`config.mk`:
```
export PLATFORM = sky130hd
export DESIGN_NAME = bmf_mean_div
export DESIGN_NICKNAME = d
export VERILOG_FILES = /design/src/hdl/assert_macros.svh /design/src/hdl/bmf_pkg.sv /design/src/hdl/bmf_mean_div.sv
export SDC_FILE = /design/constraint.sdc
export NUM_CORES = 1
export LEC_CHECK = 0
export BUFFER_PORTS_ARGS = -buffer_cell sky130_fd_sc_hd__buf_2
export CAP_MARGIN = 25
export CELL_PAD_IN_SITES_DETAIL_PLACEMENT = 1
export CELL_PAD_IN_SITES_GLOBAL_PLACEMENT = 1
export CORE_ASPECT_RATIO = 0.6
export CORE_MARGIN = 2
export CORE_UTILIZATION = 47
export CTS_CLUSTER_SIZE = 25
export DETAILED_ROUTE_END_ITERATION = 8
export PLACE_DENSITY = 0.82
export SYNTH_ARGS = -nofsm -noshare
export SYNTH_HDL_FRONTEND = slang
export SYNTH_SLANG_ARGS = --single-unit
```
`constraint.sdc`:
```
create_clock -name clk -period 9.55 [get_ports clk]
set_input_delay 1.91 -clock clk [delete_from_list [all_inputs] [get_ports clk]]
set_output_delay 1.91 -clock clk [all_outputs]
set_load 0.05 [all_outputs]
```
`src/hdl/assert_macros.svh`:
```
// Assertion macros used by the RTL of the 3x3 mean filter.
// No dependencies; compiled out when SYNTHESIS is defined.
`ifndef ASSERT_MACROS_SVH
`define ASSERT_MACROS_SVH
`ifndef SYNTHESIS
// Same-cycle implication, disabled while reset is asserted.
`define BMF_ASSERT_IMPL(lbl, clk, rst_n, ante, cons) \
  lbl: assert property (@(posedge clk) disable iff (!rst_n) (ante) |-> (cons)) \
    else $error("bmf assertion failed");
// Next-cycle implication, disabled while reset is asserted.
`define BMF_ASSERT_NEXT(lbl, clk, rst_n, ante, cons) \
  lbl: assert property (@(posedge clk) disable iff (!rst_n) (ante) |=> (cons)) \
    else $error("bmf assertion failed");
`else
`define BMF_ASSERT_IMPL(lbl, clk, rst_n, ante, cons)
`define BMF_ASSERT_NEXT(lbl, clk, rst_n, ante, cons)
`endif
`endif

```
`src/hdl/bmf_pkg.sv`:
```
// Constants, types and the reciprocal table of the 3x3 mean filter.
// No dependencies; used by the interfaces, the divider and the top level.
package bmf_pkg;

  localparam int MAX_COLUMNS = 1024;
  localparam int SAMPLE_BITS = 16;

  localparam int COL_W      = $clog2(MAX_COLUMNS);
  localparam int COLCNT_W   = $clog2(MAX_COLUMNS + 1);
  localparam int ROW_W      = 16;
  localparam int CFG_ADDR_W = 3;
  localparam int CFG_DATA_W = 32;

  // sum of three samples, sum of nine samples, magnitude of a nine-sample sum
  localparam int ROWSUM_W  = SAMPLE_BITS + 2;
  localparam int SUM_W     = SAMPLE_BITS + 4;
  localparam int ABS_W     = SAMPLE_BITS + 3;
  localparam int DIV_SHIFT = SAMPLE_BITS + 4;
  localparam int CNT_W     = 4;

  // register index, taken from paddr[2]
  localparam logic REG_ROW_COUNT    = 1'b0;
  localparam logic REG_COLUMN_COUNT = 1'b1;

  typedef logic signed [SAMPLE_BITS-1:0] sample_t;

  // floor(2^DIV_SHIFT / d) for every neighbour count that can occur; 2^DIV_SHIFT - 1 for d = 1
  localparam logic [63:0] DIV_ONE = 64'd1 << DIV_SHIFT;
  localparam logic [DIV_SHIFT-1:0] RECIP_1 = DIV_SHIFT'(DIV_ONE - 64'd1);
  localparam logic [DIV_SHIFT-1:0] RECIP_2 = DIV_SHIFT'(DIV_ONE / 2);
  localparam logic [DIV_SHIFT-1:0] RECIP_3 = DIV_SHIFT'(DIV_ONE / 3);
  localparam logic [DIV_SHIFT-1:0] RECIP_4 = DIV_SHIFT'(DIV_ONE / 4);
  localparam logic [DIV_SHIFT-1:0] RECIP_6 = DIV_SHIFT'(DIV_ONE / 6);
  localparam logic [DIV_SHIFT-1:0] RECIP_9 = DIV_SHIFT'(DIV_ONE / 9);

  function automatic logic [DIV_SHIFT-1:0] recip(input logic [CNT_W-1:0] d);
    logic [DIV_SHIFT-1:0] r;
    unique case (d)
      4'd1:    r = RECIP_1;
      4'd2:    r = RECIP_2;
      4'd3:    r = RECIP_3;
      4'd4:    r = RECIP_4;
      4'd6:    r = RECIP_6;
      4'd9:    r = RECIP_9;
      default: r = '0;
    endcase
    return r;
  endfunction

  typedef struct packed {
    logic                    start;
    logic signed [SUM_W-1:0] sum;
    logic [CNT_W-1:0]        count;
  } div_req_t;

  typedef struct packed {
    logic    done;
    sample_t quotient;
  } div_rsp_t;

endpackage

```
`src/hdl/bmf_mean_div.sv`:
```
// Two-stage divider of a neighbourhood sum by its count (1, 2, 3, 4, 6 or 9), truncating toward zero.
// Reciprocal multiply, then one correction step. Depends on bmf_pkg.
module bmf_mean_div (
  input  logic              clk,
  input  logic              rst_n,
  input  bmf_pkg::div_req_t req,
  output bmf_pkg::div_rsp_t rsp
);

  localparam int PROD_W = bmf_pkg::ABS_W + bmf_pkg::DIV_SHIFT;

  logic signed [bmf_pkg::SUM_W-1:0] sum_neg;
  logic [bmf_pkg::ABS_W-1:0]        abs_in;
  logic [PROD_W-1:0]                prod_nxt;

  logic [bmf_pkg::ABS_W-1:0] abs_r;
  logic                      neg_r;
  logic [bmf_pkg::CNT_W-1:0] d_r;
  logic [PROD_W-1:0]         prod_r;
  logic                      v1_r;
  logic                      done_r;
  bmf_pkg::sample_t          q_r;

  logic [bmf_pkg::ABS_W-1:0] q0;
  logic [bmf_pkg::ABS_W-1:0] qd;
  logic [bmf_pkg::ABS_W-1:0] rem;
  logic [bmf_pkg::ABS_W-1:0] qfix;
  logic [bmf_pkg::ABS_W-1:0] qfix_neg;
  bmf_pkg::sample_t          q_nxt;

  assign sum_neg  = -req.sum;
  assign abs_in   = bmf_pkg::ABS_W'(req.sum[bmf_pkg::SUM_W-1] ? sum_neg : req.sum);
  assign prod_nxt = PROD_W'(abs_in) * PROD_W'(bmf_pkg::recip(req.count));

  always_ff @(posedge clk) begin
    if (req.start) begin
      abs_r  <= abs_in;
      neg_r  <= req.sum[bmf_pkg::SUM_W-1];
      d_r    <= req.count;
      prod_r <= prod_nxt;
    end
  end

  // The floored reciprocal leaves the estimate at most one below the true quotient.
  assign q0       = prod_r[PROD_W-1:bmf_pkg::DIV_SHIFT];
  assign qd       = bmf_pkg::ABS_W'(q0 * bmf_pkg::ABS_W'(d_r));
  assign rem      = abs_r - qd;
  assign qfix     = (rem >= bmf_pkg::ABS_W'(d_r)) ? q0 + 1'b1 : q0;
  assign qfix_neg = -qfix;
  assign q_nxt    = bmf_pkg::SAMPLE_BITS'(neg_r ? qfix_neg : qfix);

  always_ff @(posedge clk) begin
    if (v1_r) begin
      q_r <= q_nxt;
    end
  end

  always_ff @(posedge clk) begin
    if (!rst_n) begin
      v1_r   <= 1'b0;
      done_r <= 1'b0;
    end else begin
      v1_r   <= req.start;
      done_r <= v1_r;
    end
  end

  assign rsp.done     = done_r;
  assign rsp.quotient = q_r;

endmodule
```
==> out/metrics.yaml, run 1 <==
yosys:
  syn_area_sq_mm: 0.0142
  synth_nets: 1960
  synthCells: 1522
  synth-seq-cells: 61
  yosysSeqAreaShare_pct: 12.7
  synth.distinct_cells: 75
  netlist.area_leader.share_pct: 35.3
  async_flop_share_pct: 0
  synth_area_leaders: "fa_1 (35%), ha_1 (14%), edfxtp_1 (12%)"
  synth_top_area_cell: "fa_1"
  yosysWarnings: 0
  synth.avg_cell_area_sq_um: 9.36
  ys.flop_type: "edfxtp_1"
  synth_edf_count: 59
power_and_ir_drop:
  clkPwrFrac_pct: 6.4
  total_leakage_power_nw: 8.87
  max-vdd-ir-drop_mv: 0.492
  power_frac_seq_pct: 9.8
  p_comb_share_pct: 83.8
  power_switching_w: 0.00335
  p_int_w: 0.00281
  swShare_pct: 54.3
  power_density_mw_per_mm2: 362
drt:
  drc: 0
  dr.pass1.iters: 5
  drt_iter0_markers: 1035
  drtAntennaViolNets: 0
  wl_per_cell_microns: 24.9
  viasPerCell: 5.61
  vias: 12100
  finalWirelength_microns: 53600
cts:
  holdBufCountCts: 0
  cts_buffers: 9
  clk_latency_ps: 350
  clock_sink_count: 61
  clk_pin_slew_ps: 60
  cts-root-buf: "clkbuf_16"
  cts_tree: "built"
  htree_levels: 3
  clock_path_buffers: 2
die:
  start_util_pct: 47.7
  die_w_microns: 229
  chipHeight_microns: 139
  die_area_sq_mm: 0.0318
  row_count: 49
  coreArea_sq_mm: 0.0299
  io_pins: 44
sta:
  setup_ws_ps: -245
  fin_skew_ps: 6.82
  hold_ws_ps: 903
  rsz0062_at_grt: "yes"
  finalHoldViolations: 0
  worst_pin_slew_ps: 897
  maxSlewHeadroom_pct: 39.7
  finalSetupViolations: 7
  max_freq_ghz: 0.102
  fin_crit_ps: 9790
  period_share_pct: 103
  maxSlewViolCount: 0
hold_path:
  hp-class: "register to register"
setup_path:
  worstSetupEndpointType: "register"
  crit_top_cell: "fa_1"
  cpMaxStageDelayCell: "or4_4"
  cp.required_ps: 9620
  cpPeakStageDelay_ps: 560
  cp-start-kind: "input pin"
  worstSetupPathType: "input pin to register"
  cp_max_fo: 4
  arrival_ps: 9860
placement:
  placed_cells: 2116
  post-place-ws_ps: -845
  place.gp.congestion: 1.02
  place_hpwl_microns: 42700
  port_buffers: 43
  placed_area_sq_mm: 0.0162
layout:
  nFillCells: 3424
  drive_above_1_share_pct: 20.0
  syn2layout_area_growth_pct: 19.4
  final_cell_area_sq_mm: 0.0170
  final_nets: 2175
  final_cells: 2151
flow_run:
  drv_cap: 0
status:
  status: "finished with violations"
  violations: "setup timing"
global_routing:
  grt_max_degree: 45
  track_usage_pct: 34.5
  grt_pass1_wl_microns: 81300
  grt_pass1_vias: 13500
  antenna_found_initial: 2
  grt-ovfl-total: 0
-- Yosys cell counts, types with 13 or more instances --
cell	instances
a21o_1	21
a21oi_1	33
and2_1	36
clkbuf_1	27
edfxtp_1	59
fa_1	251
ha_1	160
inv_1	400
nand2_1	113
nand3_1	13
nand4_1	14
nor2_1	107
nor3_1	13
o21a_1	15
o21ai_0	29
xnor2_1	56
xor2_1	34
-- cells by family after synthesis --
family	count (synthesis)	share of synthesized area [%]
mux	8	0.571
flops	61	12.7
buf+inv	431	11.5
fa+ha+maj	411	49.3
compound gates	161	8.00
simple gates	358	12.1
xor+xnor	92	5.76
-- state kept, by name, indices dropped and copies added, names as in the netlist --
name	cells
prod_r	19
abs_r	19
v1_r	1
done_r	1
d_r	4
q_r	16
neg_r	1
-- routing by layer --
layer | routed length, microns | track usage (%)
met3 | 6960 | 15.0
met1 | 22300 | 47.0
met5 | 152 | 3.13
met4 | 1230 | 6.78
met2 | 22900 | 51.0
-- cells in the final DEF (no fill, tap or decap), types with 14 or more instances in the layout --
cell / n
inv_1: 387
fa_1: 243
buf_4: 185
ha_1: 157
nand2_1: 104
nor2_1: 101
edfxtp_1: 59
xnor2_1: 50
buf_2: 41
and2_1: 35
xor2_1: 32
a21oi_1: 32
o21ai_0: 26
a21o_1: 21
o21a_1: 14
nand4_1: 14
-- per-stage QoR --
stage / util [%] / total power (W) / TNS (ps)
after floorplan: - / 0.00402 / 0
after global placement: 54.1 / 0.00512 / -2160
after detailed placement: 54.1 / 0.00539 / -6040
after CTS: 56.2 / 0.00602 / -177
after global routing: 57.0 / 0.00670 / -2800
final: 57.0 / 0.00616 / -1220
-- final timing paths --
path	startpoint	end	slack, ps	cells after the start
worst min register to register	v1_r$_SDFF_PN0_	q_r[1]$_DFFE_PP_	900	0
worst max register to register	prod_r[22]$_DFFE_PP_	q_r[8]$_DFFE_PP_	1930	23
worst min-delay path	v1_r$_SDFF_PN0_	q_r[1]$_DFFE_PP_	900	0
worst max-delay path	req[9]	prod_r[38]$_DFFE_PP_	-240	33
-- power by group through the flow --
stage / registers (W) / logic [W] / clock network (W)
finish: 0.000601 / 0.00516 / 0.000397
global route: 0.000606 / 0.00568 / 0.000411
CTS: 0.000583 / 0.00504 / 0.000398
detailed placement: 0.000584 / 0.00481 / 0
global placement: 0.000576 / 0.00455 / 0
floorplan: 0.000523 / 0.00350 / 0
-- repair_timing --
item                       4_1_cts  5_1_grt
gates resized for setup         52       39
setup buffers                   11        6
pin swaps                       27        9
setup endpoints to repair       10       11
-- worst max-delay path, delay by kind of cell --
kind,cells,cell delay (ps)
fa+ha+maj,7,3190
simple gates,5,1690
compound gates,9,1910
buf+inv,11,1030
xor+xnor,1,140
-- final cells by class --
class | instances | area, sq um | area share [%]
multi-input cells | 1030 | 11100 | 65.4
diodes | 1 | 2.50 | 0.0147
flip-flops and latches | 61 | 1810 | 10.7
clock inverters | 7 | 121 | 0.714
well taps | 408 | 510 | 3.00
clock buffers | 9 | 225 | 1.32
inverters | 400 | 1500 | 8.83
repair buffers | 235 | 1700 | 10.0
Power figures use the tool's default switching activity.
==> run 2: changes to the inputs <==
--- a/config.mk
+++ b/config.mk
@@ -5,15 +5,15 @@
 export SDC_FILE = /design/constraint.sdc
 export NUM_CORES = 1
 export LEC_CHECK = 0
-export BUFFER_PORTS_ARGS = -buffer_cell sky130_fd_sc_hd__buf_2
 export CAP_MARGIN = 25
 export CELL_PAD_IN_SITES_DETAIL_PLACEMENT = 1
 export CELL_PAD_IN_SITES_GLOBAL_PLACEMENT = 1
 export CORE_ASPECT_RATIO = 0.6
 export CORE_MARGIN = 2
-export CORE_UTILIZATION = 47
+export CORE_UTILIZATION = 48
 export CTS_CLUSTER_SIZE = 25
 export DETAILED_ROUTE_END_ITERATION = 8
+export DONT_BUFFER_PORTS = 1
 export PLACE_DENSITY = 0.82
 export SYNTH_ARGS = -nofsm -noshare
 export SYNTH_HDL_FRONTEND = slang
==> out/metrics.yaml, run 2 (synthesized netlist as in run 1, its figures left out) <==
setup_path:
  worstSetupEndpointType: "register"  # unchanged
  cp_max_fo: 5  # was 4
  cpMaxStageDelayCell: "or4_4"  # unchanged
  arrival_ps: 9570  # was 9860 ps
  cp-start-kind: "input pin"  # unchanged
  cpPeakStageDelay_ps: 560  # about the same
  cp.required_ps: 9630  # was 9620 ps
  rrSetupSlack_ps: 2080  # was 1930 ps
  worstSetupPathType: "input pin to register"  # unchanged
placement:
  port_buffers: 0  # was 43
  place_hpwl_microns: 42200  # was 42700 microns
  place.gp.congestion: 1.00  # was 1.02
cts:
  cts_tree: "built"  # unchanged
  clk_latency_ps: 360  # was 350 ps
  cts-root-buf: "clkbuf_16"  # unchanged
  holdBufCountCts: 0  # unchanged
  clock_path_buffers: 2  # unchanged
  clk_pin_slew_ps: 60  # about the same
  clock_sink_count: 61  # unchanged
  cts_buffers: 9  # unchanged
  htree_levels: 3  # unchanged
sta:
  fin_skew_ps: 9.34  # was 6.82 ps
  fin_setup_tns_ps: 0  # was -1220 ps
  maxSlewHeadroom_pct: 43.2  # was 39.7%
  period_share_pct: 99.3  # was 103%
  finalSetupViolations: 0  # was 7
  rsz0062_at_grt: "yes"  # unchanged
  maxSlewViolCount: 0  # unchanged
  finalHoldViolations: 0  # unchanged
  fin_crit_ps: 9490  # was 9790 ps
  worst_pin_slew_ps: 852  # was 897 ps
  max_freq_ghz: 0.105  # was 0.102 GHz
global_routing:
  grt_pass1_vias: 12900  # was 13500
  antenna_found_initial: 1  # was 2
  track_usage_pct: 34.7  # was 34.5%
  grt_pass1_wl_microns: 77400  # was 81300 microns
  grt_max_degree: 45  # unchanged
  grt-ovfl-total: 0  # unchanged
power_and_ir_drop:
  p_comb_share_pct: 82.7  # was 83.8%
  power_switching_w: 0.00327  # was 0.00335 W
  power_w: 0.00601  # was 0.00616 W
  power_frac_seq_pct: 11.0  # was 9.8%
  p_int_w: 0.00274  # was 0.00281 W
  clkPwrFrac_pct: 6.2  # was 6.4%
  total_leakage_power_nw: 8.50  # was 8.87 nW
  swShare_pct: 54.4  # was 54.3%
  max-vdd-ir-drop_mv: 0.353  # was 0.492 mV
  power_density_mw_per_mm2: 365  # was 362 mW/mm^2
drt:
  drt_iter0_markers: 1092  # was 1035
  drc: 0  # unchanged
  vias: 11700  # was 12100
  finalWirelength_microns: 51500  # was 53600 microns
  drtAntennaViolNets: 0  # unchanged
  wl_per_cell_microns: 24.9  # about the same
  dr.pass1.iters: 5  # unchanged
  viasPerCell: 5.65  # was 5.61
layout:
  final_cell_mix: "inv_1 (388), fa_1 (243), buf_4 (155)"  # was inv_1 (387), fa_1 (243), buf_4 (185)
  top_regs: "abs_r x19, prod_r x19, q_r x16"  # unchanged
  syn2layout_area_growth_pct: 15.6  # was 19.4%
  final_nets: 2098  # was 2175
  mostFrequentLayoutCell: "inv_1"  # unchanged
  drive_above_1_share_pct: 15.8  # was 20.0%
die:
  coreArea_sq_mm: 0.0289  # was 0.0299 sq mm
  die_area_sq_mm: 0.0311  # was 0.0318 sq mm
  io_pins: 44  # unchanged
  die_w_microns: 226  # was 229 microns
  row_count: 48  # was 49
  start_util_pct: 49.2  # was 47.7%
  chipHeight_microns: 137  # was 139 microns
flow_run:
  drv_cap: 0  # unchanged
hold_path:
  hp-class: "register to register"  # unchanged
status:
  status: "finished, final reports clean"  # was finished with violations
-- run 2: cell count changes in the layout (fill, tap and decap cells not counted), sizes merged --
cell	delta
inv	-2
buf	-77
clkinv	-1
bufinv	-1
clkbuf	+4
-- run 2: layout make-up --
type | instances | area, sq um
clock inverters | 3 | 68.8
well taps | 400 | 500
diodes | 1 | 2.50
repair buffers | 158 | 1210
flip-flops and latches | 61 | 1810
inverters | 400 | 1500
clock buffers | 13 | 260
fillers | 3295 | 12500
multi-input cells | 1030 | 11100
-- run 2: per-layer routing --
metal	track usage [%]	up-vias	wire, microns
li1	-	5003	-
met1	46.2	6003	21300
met2	51.5	569	22200
met3	15.8	93	6890
met4	7.13	4	928
met5	4.84	-	203
-- run 2: critical path, delay by kind of cell --
family / cells / cell delay [ps]
adder cells (fa/ha/maj): 7 / 3210
AO/OA/AOI/OAI: 10 / 1980
AND/OR/NAND/NOR: 5 / 1670
buffers and inverters: 6 / 670
XOR/XNOR: 1 / 130
-- run 2: power groups by stage --
stage / Combinational (W) / Sequential (W) / Clock [W]
after global routing: 0.00550 / 0.000667 / 0.000387
after CTS: 0.00485 / 0.000648 / 0.000380
after global placement: 0.00445 / 0.000643 / 0
final: 0.00498 / 0.000664 / 0.000374
after detailed placement: 0.00467 / 0.000648 / 0
after floorplan: 0.00350 / 0.000523 / 0
-- run 2: repair_timing --
| action | CTS | global route |
|---|---|---|
| gates cloned | 0 | 0 |
| buffers inserted | 10 | 7 |
| gates resized for setup | 32 | 39 |
| endpoints found under the hold margin | 0 | 0 |
| pin swaps | 26 | 44 |
| endpoints found under the setup margin | 5 | 10 |
-- run 2: through the flow --
step                      instances  utilization (%)  area [sq um]  hold slack (ps)  setup slack [ps]
after floorplan                1522                -         14300              690              4.87
after global placement         2032             54.2         15700              768              -370
after detailed placement       2032             54.2         15700              836              -564
after CTS                      2058             56.2         16300              832              6.53
after global routing           2065             56.8         16500              884              -124
final                          2066             56.9         16500              845              63.6
-- run 2: worst paths after layout --
kind	from	to	depth (start not counted)
worst max-delay path	req[9]	prod_r[38]$_DFFE_PP_	29
worst min-delay path	v1_r$_SDFF_PN0_	q_r[11]$_DFFE_PP_	0
worst max register to register	prod_r[24]$_DFFE_PP_	q_r[8]$_DFFE_PP_	23
worst min register to register	v1_r$_SDFF_PN0_	q_r[11]$_DFFE_PP_	0
==> run 3: changes to the inputs <==
--- a/config.mk
+++ b/config.mk
@@ -5,16 +5,17 @@
 export SDC_FILE = /design/constraint.sdc
 export NUM_CORES = 1
 export LEC_CHECK = 0
+export ABC_AREA = 1
 export CAP_MARGIN = 25
 export CELL_PAD_IN_SITES_DETAIL_PLACEMENT = 1
 export CELL_PAD_IN_SITES_GLOBAL_PLACEMENT = 1
 export CORE_ASPECT_RATIO = 0.6
 export CORE_MARGIN = 2
-export CORE_UTILIZATION = 48
+export CORE_UTILIZATION = 46
 export CTS_CLUSTER_SIZE = 25
 export DETAILED_ROUTE_END_ITERATION = 8
 export DONT_BUFFER_PORTS = 1
-export PLACE_DENSITY = 0.82
+export PLACE_DENSITY_LB_ADDON = 0.1
 export SYNTH_ARGS = -nofsm -noshare
 export SYNTH_HDL_FRONTEND = slang
 export SYNTH_SLANG_ARGS = --single-unit
==> out/metrics.yaml, run 3 <==
layout:
  final_nets: 2360  # was 2098
  multiInputGateArea_sq_mm: 0.0113  # was 0.0111 sq mm
  antenna_cells: 0  # was 1
  utilization_pct: 49.4  # was 56.9%
  seqCellArea_sq_mm: 0.00181  # unchanged
  final_cell_mix: "inv_1 (547), nand2_1 (362), fa_1 (251)"  # was inv_1 (388), fa_1 (243), buf_4 (155)
  final_cell_area_sq_mm: 0.0161  # was 0.0165 sq mm
  nFillCells: 4050  # was 3295
  mostFrequentLayoutCell: "inv_1"  # unchanged
  drive_above_1_share_pct: 4.36  # was 15.8%
  syn2layout_area_growth_pct: 5.34  # was 15.6%
  top_regs: "abs_r x19, prod_r x19, q_r x16"  # unchanged
global_routing:
  grt-ovfl-total: 0  # unchanged
  grt_max_degree: 45  # unchanged
  antenna_found_initial: 0  # was 1
  grt_pass1_wl_microns: 78300  # was 77400 microns
  grt_pass1_vias: 13300  # was 12900
  track_usage_pct: 30.4  # was 34.7%
setup_path:
  cpPeakStageDelay_ps: 560  # about the same
  worstReg2RegStart: "d_r[3]$_DFFE_PP_"  # was prod_r[24]$_DFFE_PP_
  arrival_ps: 9110  # was 9570 ps
  cp.required_ps: 9650  # was 9630 ps
  cp_max_fo: 5  # unchanged
  cp-start-kind: "input pin"  # unchanged
  rrSetupSlack_ps: 3190  # was 2080 ps
  reg2reg_depth: 28  # was 23
  reg2reg_to: "q_r[8]$_DFFE_PP_"  # unchanged
  worstSetupEndpointType: "register"  # unchanged
  cpMaxStageDelayCell: "fa_1"  # was or4_4
  worstSetupPathType: "input pin to register"  # unchanged
drt:
  drtAntennaViolNets: 0  # unchanged
  drc: 0  # unchanged
  wl_per_cell_microns: 21.1  # was 24.9 microns
  drt_iter0_markers: 890  # was 1092
  vias: 12400  # was 11700
  dr.pass1.iters: 5  # unchanged
  viasPerCell: 5.27  # was 5.65
  finalWirelength_microns: 49500  # was 51500 microns
sta:
  finalHoldViolations: 0  # unchanged
  fin_setup_tns_ps: 0  # unchanged
  maxSlewHeadroom_pct: 43.4  # was 43.2%
  worst_pin_slew_ps: 849  # was 852 ps
  max_freq_ghz: 0.111  # was 0.105 GHz
  rsz0062_at_grt: "no"  # was yes
  maxSlewViolCount: 0  # unchanged
  period_share_pct: 94.4  # was 99.3%
  fin_skew_ps: 9.20  # was 9.34 ps
  finalSetupViolations: 0  # unchanged
  fin_crit_ps: 9010  # was 9490 ps
cts:
  cts_buffers: 9  # unchanged
  htree_levels: 3  # unchanged
  clock_sink_count: 61  # unchanged
  clk_pin_slew_ps: 60  # about the same
  cts_tree: "built"  # unchanged
  clk_latency_ps: 360  # about the same
  clock_path_buffers: 2  # unchanged
  cts-root-buf: "clkbuf_16"  # unchanged
yosys:
  yosysMostFrequentCell: "inv_1"  # unchanged
  yosysSeqAreaShare_pct: 11.9  # was 12.7%
  synth.distinct_cells: 50  # was 75
  synth_area_leaders: "fa_1 (33%), inv_1 (13%), ha_1 (13%)"  # was fa_1 (35%), ha_1 (14%), edfxtp_1 (12%)
  ys.flop_type: "edfxtp_1"  # unchanged
  synth_edf_count: 59  # unchanged
  synth_nets: 2362  # was 1960
  synth.avg_cell_area_sq_um: 7.94  # was 9.36 sq um
  netlist.area_leader.share_pct: 32.9  # was 35.3%
  yosys-top-cells-count: "inv_1 (547), nand2_1 (362), fa_1 (251)"  # was inv_1 (400), fa_1 (251), ha_1 (160)
  yosysWarnings: 0  # unchanged
  syn_area_sq_mm: 0.0153  # was 0.0142 sq mm
  async_flop_share_pct: 0  # unchanged
  synthCells: 1924  # was 1522
  synth-seq-cells: 61  # unchanged
  synth_top_area_cell: "fa_1"  # unchanged
die:
  die_area_sq_mm: 0.0347  # was 0.0311 sq mm
  coreArea_sq_mm: 0.0325  # was 0.0289 sq mm
  row_count: 51  # was 48
  start_util_pct: 46.9  # was 49.2%
  io_pins: 44  # unchanged
  die_w_microns: 239  # was 226 microns
  chipHeight_microns: 145  # was 137 microns
placement:
  port_buffers: 0  # unchanged
  place_hpwl_microns: 44200  # was 42200 microns
  place.gp.congestion: 0.941  # was 1.00
  placed_area_sq_mm: 0.0158  # was 0.0157 sq mm
status:
  status: "finished, final reports clean"  # unchanged
hold_path:
  hp-class: "register to register"  # unchanged
  hold_path_end: "done_r$_SDFF_PN0_"  # was q_r[11]$_DFFE_PP_
  whs_path_depth: 2  # was 0
  min_from: "v1_r$_SDFF_PN0_"  # unchanged
flow_run:
  drv_cap: 0  # unchanged
==> run 3: changes by cell type after synthesis, moves of 10 or more <==
cell,delta
nand2_1,+249
nand3_1,+61
o21a_1,-11
nor2_2,+14
nor2_1,+41
inv_1,+147
and2_1,-33
xnor2_1,-32
a21o_1,-11
a21oi_1,+25
xor2_1,+10
==> run 3: final cells by class <==
cell class,count,share of cell area (%)
repair buffers,19,0.887
inverters,551,12.9
clock buffers,10,1.42
clock inverters,6,0.241
flip-flops and latches,61,11.3
well taps,424,3.30
multi-input cells,1280,70.0
==> run 3: layer usage <==
layer | GRT usage, % | part of all wire (%) | vias to the layer above
met5 | 1.88 | 0.17 | -
met1 | 47.0 | 50 | 6262
met2 | 39.7 | 38 | 367
met4 | 3.13 | 0.57 | 2
met3 | 12.8 | 11 | 21
li1 | - | - | 5731
==> run 3: what timing repair did <==
| action | 4_1_cts | 5_1_grt |
|---|---|---|
| resized for setup | 0 | 4 |
| buffers inserted | 0 | 1 |
| endpoints found under the setup margin | 0 | 14 |
| hold buffers | 0 | 0 |
==> run 3: worst max-delay path, delay by kind of cell <==
kind                     cells  cell delay, ps
AND/OR/NAND/NOR             15            2670
AO/OA/AOI/OAI                2             370
buffers and inverters        4             340
XOR/XNOR                     3             580
adder cells (fa/ha/maj)      7            3210
==> run 3: per-stage QoR <==
step / cells / setup WS (ps) / hold WS (ps)
3_3_place_gp: 2334 / 235 / 770
4_1_cts: 2350 / 388 / 816
3_5_place_dp: 2334 / 38.4 / 807
5_1_grt: 2351 / 5.36 / 924
6_report: 2351 / 538 / 801
2_1_floorplan: 1924 / 1200 / 659
==> run 3: cell families after synthesis <==
logic type                 count (synthesis)  synth area share (%)
adders and majority gates                411                  46.0
buffers and inverters                    583                  14.5
AOI/OAI and AO/OA                        137                  5.26
xor gates and xnor gates                  68                  3.90
DFF                                       61                  11.9
and+or+nand+nor                          664                  18.5
==> run 3: worst max-delay path by stage <==
stage,startpoint,endpoint,slack (ps)
finish,req[5],prod_r[36]$_DFFE_PP_,540
global route,req[4],prod_r[36]$_DFFE_PP_,5
CTS,req[4],prod_r[37]$_DFFE_PP_,390
detailed placement,req[4],prod_r[37]$_DFFE_PP_,40
global placement,req[4],prod_r[32]$_DFFE_PP_,230
floorplan,req[4],prod_r[37]$_DFFE_PP_,1200
Power of run 3 is not shown: default switching activity piles up to over one toggle a cycle in this logic, so the estimate is an artifact.
